[config.mk]
export PLATFORM = sky130hd
export DESIGN_NAME = double_ended_priority_queue_unit
export DESIGN_NICKNAME = d
export VERILOG_FILES = /design/src/depq_pkg.sv /design/src/depq_ram.sv /design/src/double_ended_priority_queue_unit.sv
export VERILOG_INCLUDE_DIRS = /design/src /design/src/src
export SDC_FILE = /design/constraint.sdc
export NUM_CORES = 2
export LEC_CHECK = 0
export ABC_AREA = 1
export BUFFER_PORTS_ARGS = -buffer_cell sky130_fd_sc_hd__buf_2
export CAP_MARGIN = 20
export CORE_MARGIN = 4
export CORE_UTILIZATION = 55
export DETAILED_ROUTE_END_ITERATION = 6
export GPL_ROUTABILITY_DRIVEN = 0
export GPL_TIMING_DRIVEN = 0
export PLACE_DENSITY = 0.67
export REMOVE_ABC_BUFFERS = 1
export SKIP_LAST_GASP = 1
export SLEW_MARGIN = 25
export SYNTH_ARGS = -nofsm -noshare
export SYNTH_HDL_FRONTEND = slang
export SYNTH_SLANG_ARGS = --single-unit
[constraint.sdc]
create_clock -name clk_i -period 9.9 [get_ports clk_i]
set_input_delay 0 -clock clk_i [delete_from_list [all_inputs] [get_ports clk_i]]
set_output_delay 0 -clock clk_i [all_outputs]
set_load 0.05 [all_outputs]
[src/double_ended_priority_queue_unit_assert.svh]
// Assertion macros for the double-ended priority queue unit.
`ifndef DOUBLE_ENDED_PRIORITY_QUEUE_UNIT_ASSERT_SVH
`define DOUBLE_ENDED_PRIORITY_QUEUE_UNIT_ASSERT_SVH
`ifndef SYNTHESIS
`define DEPQ_ASSERT(label, clk, rst_n, prop, msg) \
  label: assert property (@(posedge clk) disable iff (!rst_n) (prop)) else $error(msg);
`define DEPQ_ASSERT_NEXT(label, clk, rst_n, pre, post, msg) \
  label: assert property (@(posedge clk) disable iff (!rst_n) (pre) |=> (post)) else $error(msg);
`else
`define DEPQ_ASSERT(label, clk, rst_n, prop, msg)
`define DEPQ_ASSERT_NEXT(label, clk, rst_n, pre, post, msg)
`endif
`endif

[src/depq_pkg.sv]
// Shared types and constants of the double-ended priority queue unit.
`default_nettype none
package depq_pkg;
  localparam int Capacity   = 128;
  localparam int ValueWidth = 32;
  localparam int IdxW       = $clog2(Capacity);
  localparam int CntW       = $clog2(Capacity + 1);

  localparam logic [1:0] CmdInsert    = 2'd0;
  localparam logic [1:0] CmdRemoveMax = 2'd1;
  localparam logic [1:0] CmdRemoveMin = 2'd2;

  localparam logic [1:0] StDone      = 2'd0;
  localparam logic [1:0] StOverflow  = 2'd1;
  localparam logic [1:0] StUnderflow = 2'd2;

  typedef struct packed {
    logic [1:0]         cmd;
    logic signed [31:0] value_in;
  } in_item_t;

  typedef struct packed {
    logic signed [31:0] value_out;
    logic [1:0]         status;
    logic [7:0]         count_after;
  } out_item_t;

  typedef enum logic [4:0] {
    StIdle = 5'b00001,
    StScan = 5'b00010,
    StLast = 5'b00100,
    StOut  = 5'b01000,
    StWait = 5'b10000
  } state_e;

  function automatic logic signed [31:0] to_out32(input logic [ValueWidth-1:0] v);
    logic signed [63:0] ext;
    ext = 64'($signed(v));
    return ext[31:0];
  endfunction
endpackage
`default_nettype wire

[src/depq_ram.sv]
// Generic single-write, single-read RAM with registered read data.
`default_nettype none
module depq_ram #(
  parameter int Width = 32,
  parameter int Depth = 128
) (
  input  wire logic                     clk_i,
  input  wire logic                     we_i,
  input  wire logic [$clog2(Depth)-1:0] waddr_i,
  input  wire logic [Width-1:0]         wdata_i,
  input  wire logic [$clog2(Depth)-1:0] raddr_i,
  output logic      [Width-1:0]         rdata_o
);
  logic [Width-1:0] mem_q [Depth];

  always_ff @(posedge clk_i) begin
    if (we_i) begin
      mem_q[waddr_i] <= wdata_i;
    end
    rdata_o <= mem_q[raddr_i];
  end
endmodule
`default_nettype wire

[src/double_ended_priority_queue_unit.sv]
// Top level of the double-ended priority queue unit.
// Values sit unordered in one RAM with a registered read. An insert writes
// at the fill position. A removal scans every held entry through the RAM
// read port, one entry a cycle, then moves the last entry into the freed
// slot. Full-store inserts, empty-store removals and the unused command
// finish without a scan. One item is worked at a time; a finished result
// waits in an output register.
`default_nettype none
`include "double_ended_priority_queue_unit_assert.svh"
module double_ended_priority_queue_unit
  import depq_pkg::*;
(
  input  wire logic      clk_i,
  input  wire logic      rst_ni,
  input  wire logic      in_valid_i,
  output logic           in_stall_o,
  input  wire in_item_t  in_item_i,
  output logic           out_valid_o,
  input  wire logic      out_stall_i,
  output out_item_t      out_item_o
);
  state_e state_q, state_d;
  logic [CntW-1:0] count_q, count_d;
  logic [IdxW-1:0] idx_q, idx_d, best_idx_q, best_idx_d;
  logic [ValueWidth-1:0] best_q, best_d;
  logic want_max_q, want_max_d;
  out_item_t res_q, res_d;
  logic out_valid_q;

  logic we;
  logic [IdxW-1:0] waddr, raddr;
  logic [ValueWidth-1:0] wdata, rdata;
  logic in_acc, better, next_last;
  logic [CntW-1:0] idx_next;

  depq_ram #(.Width(ValueWidth), .Depth(Capacity)) u_ram (
    .clk_i   (clk_i),
    .we_i    (we),
    .waddr_i (waddr),
    .wdata_i (wdata),
    .raddr_i (raddr),
    .rdata_o (rdata)
  );

  assign in_stall_o = (state_q != StIdle);
  assign in_acc     = in_valid_i && (state_q == StIdle);
  assign idx_next   = CntW'(idx_q) + CntW'(1);
  assign next_last  = (idx_next >= count_q);
  assign better     = want_max_q ? ($signed(rdata) > $signed(best_q))
                                 : ($signed(rdata) < $signed(best_q));

  always_comb begin
    state_d    = state_q;
    count_d    = count_q;
    idx_d      = idx_q;
    best_idx_d = best_idx_q;
    best_d     = best_q;
    want_max_d = want_max_q;
    res_d      = res_q;
    we         = 1'b0;
    waddr      = count_q[IdxW-1:0];
    wdata      = ValueWidth'($unsigned(in_item_i.value_in));
    raddr      = '0;
    case (state_q)
      StIdle: begin
        if (in_acc) begin
          res_d.value_out   = '0;
          res_d.status      = StDone;
          res_d.count_after = 8'(count_q);
          state_d           = StOut;
          if (in_item_i.cmd == CmdInsert) begin
            if (count_q >= CntW'(Capacity)) begin
              res_d.status = StOverflow;
            end else begin
              we                = 1'b1;
              count_d           = count_q + CntW'(1);
              res_d.count_after = 8'(count_d);
            end
          end else if (in_item_i.cmd == CmdRemoveMax || in_item_i.cmd == CmdRemoveMin) begin
            if (count_q == '0) begin
              res_d.status = StUnderflow;
            end else begin
              want_max_d = (in_item_i.cmd == CmdRemoveMax);
              idx_d      = '0;
              raddr      = '0;
              state_d    = StScan;
            end
          end
        end
      end
      StScan: begin
        if (idx_q == '0 || better) begin
          best_d     = rdata;
          best_idx_d = idx_q;
        end
        if (next_last) begin
          raddr   = IdxW'(count_q - CntW'(1));
          state_d = StLast;
        end else begin
          idx_d   = idx_next[IdxW-1:0];
          raddr   = idx_next[IdxW-1:0];
        end
      end
      StLast: begin
        we                = 1'b1;
        waddr             = best_idx_q;
        wdata             = rdata;
        count_d           = count_q - CntW'(1);
        res_d.value_out   = to_out32(best_q);
        res_d.status      = StDone;
        res_d.count_after = 8'(count_d);
        state_d           = StOut;
      end
      StOut: begin
        if (!out_valid_q || !out_stall_i) begin
          state_d = StIdle;
        end else begin
          state_d = StWait;
        end
      end
      StWait: begin
        if (!out_stall_i) begin
          state_d = StIdle;
        end
      end
      default: state_d = StIdle;
    endcase
  end

  always_ff @(posedge clk_i or negedge rst_ni) begin
    if (!rst_ni) begin
      state_q     <= StIdle;
      count_q     <= '0;
      out_valid_q <= 1'b0;
    end else begin
      state_q <= state_d;
      count_q <= count_d;
      if ((state_q == StOut || state_q == StWait) && (!out_valid_q || !out_stall_i)) begin
        out_valid_q <= 1'b1;
      end else if (!out_stall_i) begin
        out_valid_q <= 1'b0;
      end
    end
  end

  always_ff @(posedge clk_i) begin
    idx_q      <= idx_d;
    best_idx_q <= best_idx_d;
    best_q     <= best_d;
    want_max_q <= want_max_d;
    res_q      <= res_d;
    if ((state_q == StOut || state_q == StWait) && (!out_valid_q || !out_stall_i)) begin
      out_item_o <= res_q;
    end
  end

  assign out_valid_o = out_valid_q;

  `DEPQ_ASSERT(a_count_bound, clk_i, rst_ni, count_q <= CntW'(Capacity),
               "count above capacity")
  `DEPQ_ASSERT(a_last_nonempty, clk_i, rst_ni, (state_q != StLast) || (count_q != '0),
               "removal from empty store")
  `DEPQ_ASSERT_NEXT(a_out_loads, clk_i, rst_ni, state_q == StOut && !out_stall_i,
                    out_valid_q, "result not presented")
endmodule
`default_nettype wire

# Word-level counts from Yosys, hierarchy flattened
# Memories as Yosys holds them, arrays and structs flattened. A register that Yosys moved wholly into a read port is not among the register bits.
# Index checks and enable logic that the tools add are counted.
# word_totals
regBits	145
mem_bits_rw	4096
in_bits	38
output_inout_bits	44
n_memories	1
# mem_list
memory	depth	word_bits	rd	rd_ports_with_merged_regs	wr	line_no	rtl
u_ram.mem_q	128	32	1	1	1	depq_ram.sv:14	logic [Width-1:0] mem_q [Depth];
# classes
n_addsub	3
n_lt_le_gt_ge	4
n_eq_ne	16
mux	37
n_bitwise	2
reduce_logical	18
# op_table
cell	count
one-hot mux 42 bit (2 select lines)	1
2-to-1 mux 7 bit	8
2-to-1 mux 42 bit	1
> comparator 32 bit	1
< comparator 32 bit	1
2-to-1 mux 32 bit	1
one-hot mux 5 bit (5 select lines)	1
2-to-1 mux 8 bit	3
2-to-1 mux 5 bit	4
one-hot mux 8 bit (2 select lines)	1
one-hot mux 7 bit (2 select lines)	1
2-to-1 mux 4 bit	3
!= test 2 bit, second input constant	6
2-to-1 mux 1 bit	9
adder 7 x 1 -> 8 bit, second input constant	1
adder 8 x 1 -> 8 bit, second input constant	1
greater-or-equal comparator 8 bit	1
greater-or-equal comparator 8 bit, second input constant	1
zero test 8 bit	1
subtractor 8 x 1 -> 8 bit, second input constant	1
zero test 7 bit	1
2-to-1 mux 2 bit	3
AND reduction 6 bit	1
equality test 5 x 1 -> 1 bit, second input constant	1
other kinds (18)	27

# Depth between registers and ports, before layout
# depth
word_depth	7
depth_mapped	25
depth_no_buf	21

# Hierarchy
# A second synthesis with hierarchy kept.
# hier_totals
hier_cells	14033
hier_area_um2	171575.8
# modules_own_cells
mod	instances	cells_per_inst	area_each_um2
depq_ram	1	13389	164634.1
double_ended_priority_queue_unit	1	644	6941.7

# Worst setup path after synthesis
# No wires, ideal clock.
# synth_path
path_kind	register to register
start	register state_q[1]
end	memory u_ram.mem_q[0][0] (data pin)
t_arrival_ns	6.511
setup_slack_ns	2.191
stages_incl_launch_ff	8
period_less_slack_ns	7.709
path_cell_list	dfrtp_1 -> nor2_1 -> inv_1 -> nor4_4 -> clkinv_1 -> clkbuf_1 -> clkbuf_1 -> o21ai_0
# synth_between
elab_chain_cells	2
# synth_rtl
element	line_no	rtl
from (decl)	double_ended_priority_queue_unit.sv:22	state_e state_q, state_d;
from (signal assigned)	double_ended_priority_queue_unit.sv:132	state_q <= StIdle;
from (signal assigned)	double_ended_priority_queue_unit.sv:136	state_q <= state_d;
equality test 5 x 3 -> 1 bit	double_ended_priority_queue_unit.sv:64	case (state_q)
2-to-1 mux 32 bit	double_ended_priority_queue_unit.sv:64	
named net u_ram.wdata_i[0]	depq_ram.sv:10	input wire logic [Width-1:0] wdata_i,
to (decl)	depq_ram.sv:14	
# The timed path passes the listed nets, and every way through them passes these cells.

# Worst setup path after layout
# layout_path
start	register idx_q[0]
end	register u_ram.rdata_o[11], read port of u_ram.mem_q
# layout_between
elab_chain_cells	4
# layout_rtl
element	line_no	rtl
from (decl)	double_ended_priority_queue_unit.sv:24	logic [IdxW-1:0] idx_q, idx_d, best_idx_q, best_idx_d;
from (signal assigned)	double_ended_priority_queue_unit.sv:147	idx_q <= idx_d;
adder 7 x 1 -> 8 bit (*)	double_ended_priority_queue_unit.sv:47	assign idx_next = CntW'(idx_q) + CntW'(1);
named net idx_next[6]	double_ended_priority_queue_unit.sv:34	logic [CntW-1:0] idx_next;
greater-or-equal comparator 8 bit	double_ended_priority_queue_unit.sv:48	assign next_last = (idx_next >= count_q);
2-to-1 mux 7 bit (*)	double_ended_priority_queue_unit.sv:96	if (next_last) begin
2-to-1 mux 7 bit (*)	n/a	
to (decl)	depq_ram.sv:12	output logic [Width-1:0] rdata_o
# The timed path passes the listed nets; every way through them passes the cells marked *.
# A chain may end at the register's enable or synchronous reset.

==> summary.txt <==
Global route
  • Largest net degree at the start of global routing: between 100 and 150
  • Initial antenna violation count: 30
  • First-pass GRT wire length: 753000 um
  • Number of global-route vias before repair: 114000
  • Gr usage total: about a third
  • Grt total ovfl: 0

CTS
  • Clk Latency, worst-skew pair: roughly 1.0 ns
  • Clk buf depth: 4
  • Total clock sinks: ~4300
  • Post-CTS setup buffer count: 0
  • Reg clk slew, reported paths: roughly 0.060 ns
  • CTS buffer count: approximately 420
  • Max H-tree Level: 5
  • CTS root buf: clkbuf_16
  • Gates resized, CTS repair: 0
  • CTS tree: built

Floorplan
  • DIE AREA: between 300000 and 400000 um^2
  • Number of core rows: 204
  • Core Footprint: just over 300000 um^2
  • Starting Density: a little under three fifths
  • Die width: approximately 570 um
  • Die height: 566 um
  • IO Pins: slightly above 80

Detailed routing
  • Detailed Route Iter0 Violations: 18500
  • Via count: about 120k
  • Routed len/inst: 28.1 um
  • Top Metal Used: met5
  • Routed Wire Length: about 520000 um
  • Residual DRC: 0
  • Metal2 WL: 237000 um
  • Drt pass-1 iters: 6
  • Met1 WL: around 190000 um
  • Vias/cell: roughly 6.4
  • Met3 wire length: between 60000 and 70000 um
  • Post-route ant nets: 0

Setup path
  • Critical Path Start: idx_q[0]
  • Worst path slowest cell: nand3_1
  • CP peak stage delay: around 0.7 ns
  • Setup crit end kind: flip-flop
  • Reg2reg start: idx_q[0]
  • Crit-path max FO: 89
  • Crit path required time: approximately 11 ns
  • Critical path startpoint category: flip-flop
  • Critical Path AT: around 9 ns
  • Crit Path Category: flip-flop to flip-flop
  • R2R Setup Slk: 1.73 ns
  • Crit path top cell by count: nand3_1

Final layout
  • Area grow syn2layout: 17.0%
  • Final #Nets: around 14000
  • Share of cells above drive strength 1: a little under a tenth
  • Post-route cell area: 200000 um^2

Power and ir drop
  • VDD IR max: between 0.1 and 0.15 mV
  • NetSw: 0.0110 W
  • Sw frac: 26.2%
  • Logic gate share of total power: between 10% and 20%
  • Clk pwr share: 37.9%
  • Sequential Power Share: about 50%
  • Pwr dens: about 210 nW/um^2
  • P_int: roughly 0.031 W
  • Leak Pwr: just under 70 nW

Timing
  • Period Utilization, post-route: between 80 and 90%
  • Slew HR: 20.6%
  • Final min period: 8.17 ns
  • Setup TNS: 0 ns
  • Fmax: 0.122 GHz
  • Worst Tran Pin Value: around 1.2 ns
  • Final Setup Violations: 0
  • Final Hold Viols: 0
  • RSZ-0062 raised after global routing: no
  • Slew Limit Fails: 0
  • Clk_skew: slightly above 0.08 ns
  • Hold WS: 0.0288 ns

Yosys
  • Synth cell count leaders: nand3_1 (4274), edfxtp_1 (4227), nand2_1 (4063)
  • Yosys warns: 0
  • Top area cells in the synthesized netlist: edfxtp_1 (74%), nand3_1 (12%), nand2_1 (8.9%)
  • Yosys top cell by area: edfxtp_1
  • Synth top area share: about three quarters
  • Gate Count Post-Synth: between 10000 and 15000
  • Synth Register Bits: between 4000 and 5000
  • Netlist Area Pre-Place: between 150000 and 200000 um^2
  • EDFF count, synth: approximately 4200
  • Most frequent cell after synthesis: nand3_1
  • Predominant post-synthesis flop cell: edfxtp_1
  • Sequential element share of the synthesized area: 74.7%
  • Yosys cell types: between 40 and 50
  • FFs w/ async S/R, synth: 0.328%
  • Syn Area/Cell: roughly 12 um^2

Run status
  • Status: finished clean

Flow run
  • Maxcap violations: 0

Hold path
  • Min-delay src: in_item_i[0]
  • Worst min path class: primary input to flip-flop

Placed design
  • # port buffers: just over 80
  • Area post-placement: approximately 190000 um^2
  • Detail Placement HPWL: 320000 um
[kinds of logic (layout without fill, tap and decap cells)]
family | after synthesis | after routing | synth area share [%]
adder cells (fa/ha/maj) | 47 | 47 | 0.343
other | 0 | 12 | 0
XOR/XNOR | 11 | 11 | 0.0563
AO/OA/AOI/OAI | 61 | 61 | 0.212
flip-flops | 4273 | 4273 | 74.7
AND/OR/NAND/NOR | 8614 | 8614 | 22.1
buffers and inverters | 1050 | 1489 | 2.57
[placed cells by master (no fill, tap or decap), types with 6 or more instances in the layout]
cell,instances
dfrtp_1,13
clkinv_1,100
clkinvlp_4,15
o21ai_0,21
nor2_4,130
edfxtp_1,4227
buf_16,300
nand3_1,4270
nand2_1,4023
diode_2,12
nor2_1,74
dlygate4sd3_1,42
buf_8,16
inv_1,90
clkinv_2,73
bufinv_16,49
nand2_4,39
ha_1,47
nand4_1,42
dfxtp_1,32
a21oi_1,17
xor2_1,9
inv_6,6
nor3_1,18
clkbuf_16,427
buf_12,160
buf_6,25
clkbuf_1,79
buf_2,81
[power by group through the flow]
| stage | logic [W] | clock network, W | registers (W) |
|---|---|---|---|
| 3_5_place_dp | 0.00521 | 0 | 0.0209 |
| 5_1_grt | 0.00574 | 0.0167 | 0.0206 |
| 4_1_cts | 0.00526 | 0.0160 | 0.0206 |
| 6_report | 0.00547 | 0.0159 | 0.0206 |
| 3_3_place_gp | 0.00760 | 0 | 0.0211 |
| 2_1_floorplan | 0.00448 | 0 | 0.0210 |
[final cells by class]
| cell class | count | area [um^2] |
|---|---|---|
| inverters | 101 | 420 |
| fillers | 21300 | 109000 |
| repair buffers | 627 | 12800 |
| well taps | 4120 | 5150 |
| clock buffers | 508 | 11000 |
| multi-input cells | 8733 | 40300 |
| clock inverters | 253 | 2630 |
| diodes | 12 | 30.0 |
| flip-flops and latches | 4273 | 128000 |
[worst max-delay path: cells and delay by family, from the launching register on]
kind / cells / cell delay, ns
AOI/OAI and AO/OA: 1 / 0.05
xor gates and xnor gates: 1 / 0.37
adders and majority gates: 2 / 0.52
buffers and inverters: 9 / 2.56
DFF: 1 / 0.49
and+or+nand+nor: 15 / 3.45
[per-layer routing]
metal	GRT usage (%)	up-vias
met5	0	-
met4	18.3	16
met3	6.96	1444
met2	48.5	7994
met1	42.4	58500
li1	-	50800
[metrics by stage]
| step | cells | worst slack, ns | utilization (%) | total power (W) |
|---|---|---|---|---|
| after floorplan | 13100 | -58.64 | - | 0.0255 |
| after global placement | 17300 | -236.31 | 55.9 | 0.0287 |
| after detailed placement | 17800 | 2.11 | 60.2 | 0.0261 |
| after CTS | 18600 | 2.10 | 64.7 | 0.0418 |
| after global routing | 18600 | 1.54 | 64.7 | 0.0430 |
| final | 18600 | 1.73 | 64.8 | 0.0420 |
[flip-flops by register name, indices dropped and copies added (netlist names)]
| signal | count |
|---|---|
| count_q | 8 |
| idx_q | 7 |
| best_idx_q | 7 |
| best_q | 32 |
| out_item_o | 42 |
| u_ram.mem_q | 4096 |
| res_q | 42 |
| state_q | 5 |
| out_valid_o | 1 |
| want_max_q | 1 |
| u_ram.rdata_o | 32 |
[worst paths after layout]
path | to | depth (start not counted)
max in group asynchronous | count_q[4] | 3
setup / recovery | u_ram.rdata_o[11] | 28
hold / removal | u_ram.mem_q[56][0] | 4
hold reg to reg | out_item_o[36] | 0
setup reg to reg | u_ram.rdata_o[11] | 28
min in group asynchronous | out_valid_o | 3
[what timing repair did]
| item | 4_1_cts | 5_1_grt |
|---|---|---|
| hold buffers | 42 | 0 |
| hold endpoints to repair | 1512 | 0 |
| setup endpoints to repair | 0 | 0 |
No activity file was read; power rests on OpenSTA's default activity.
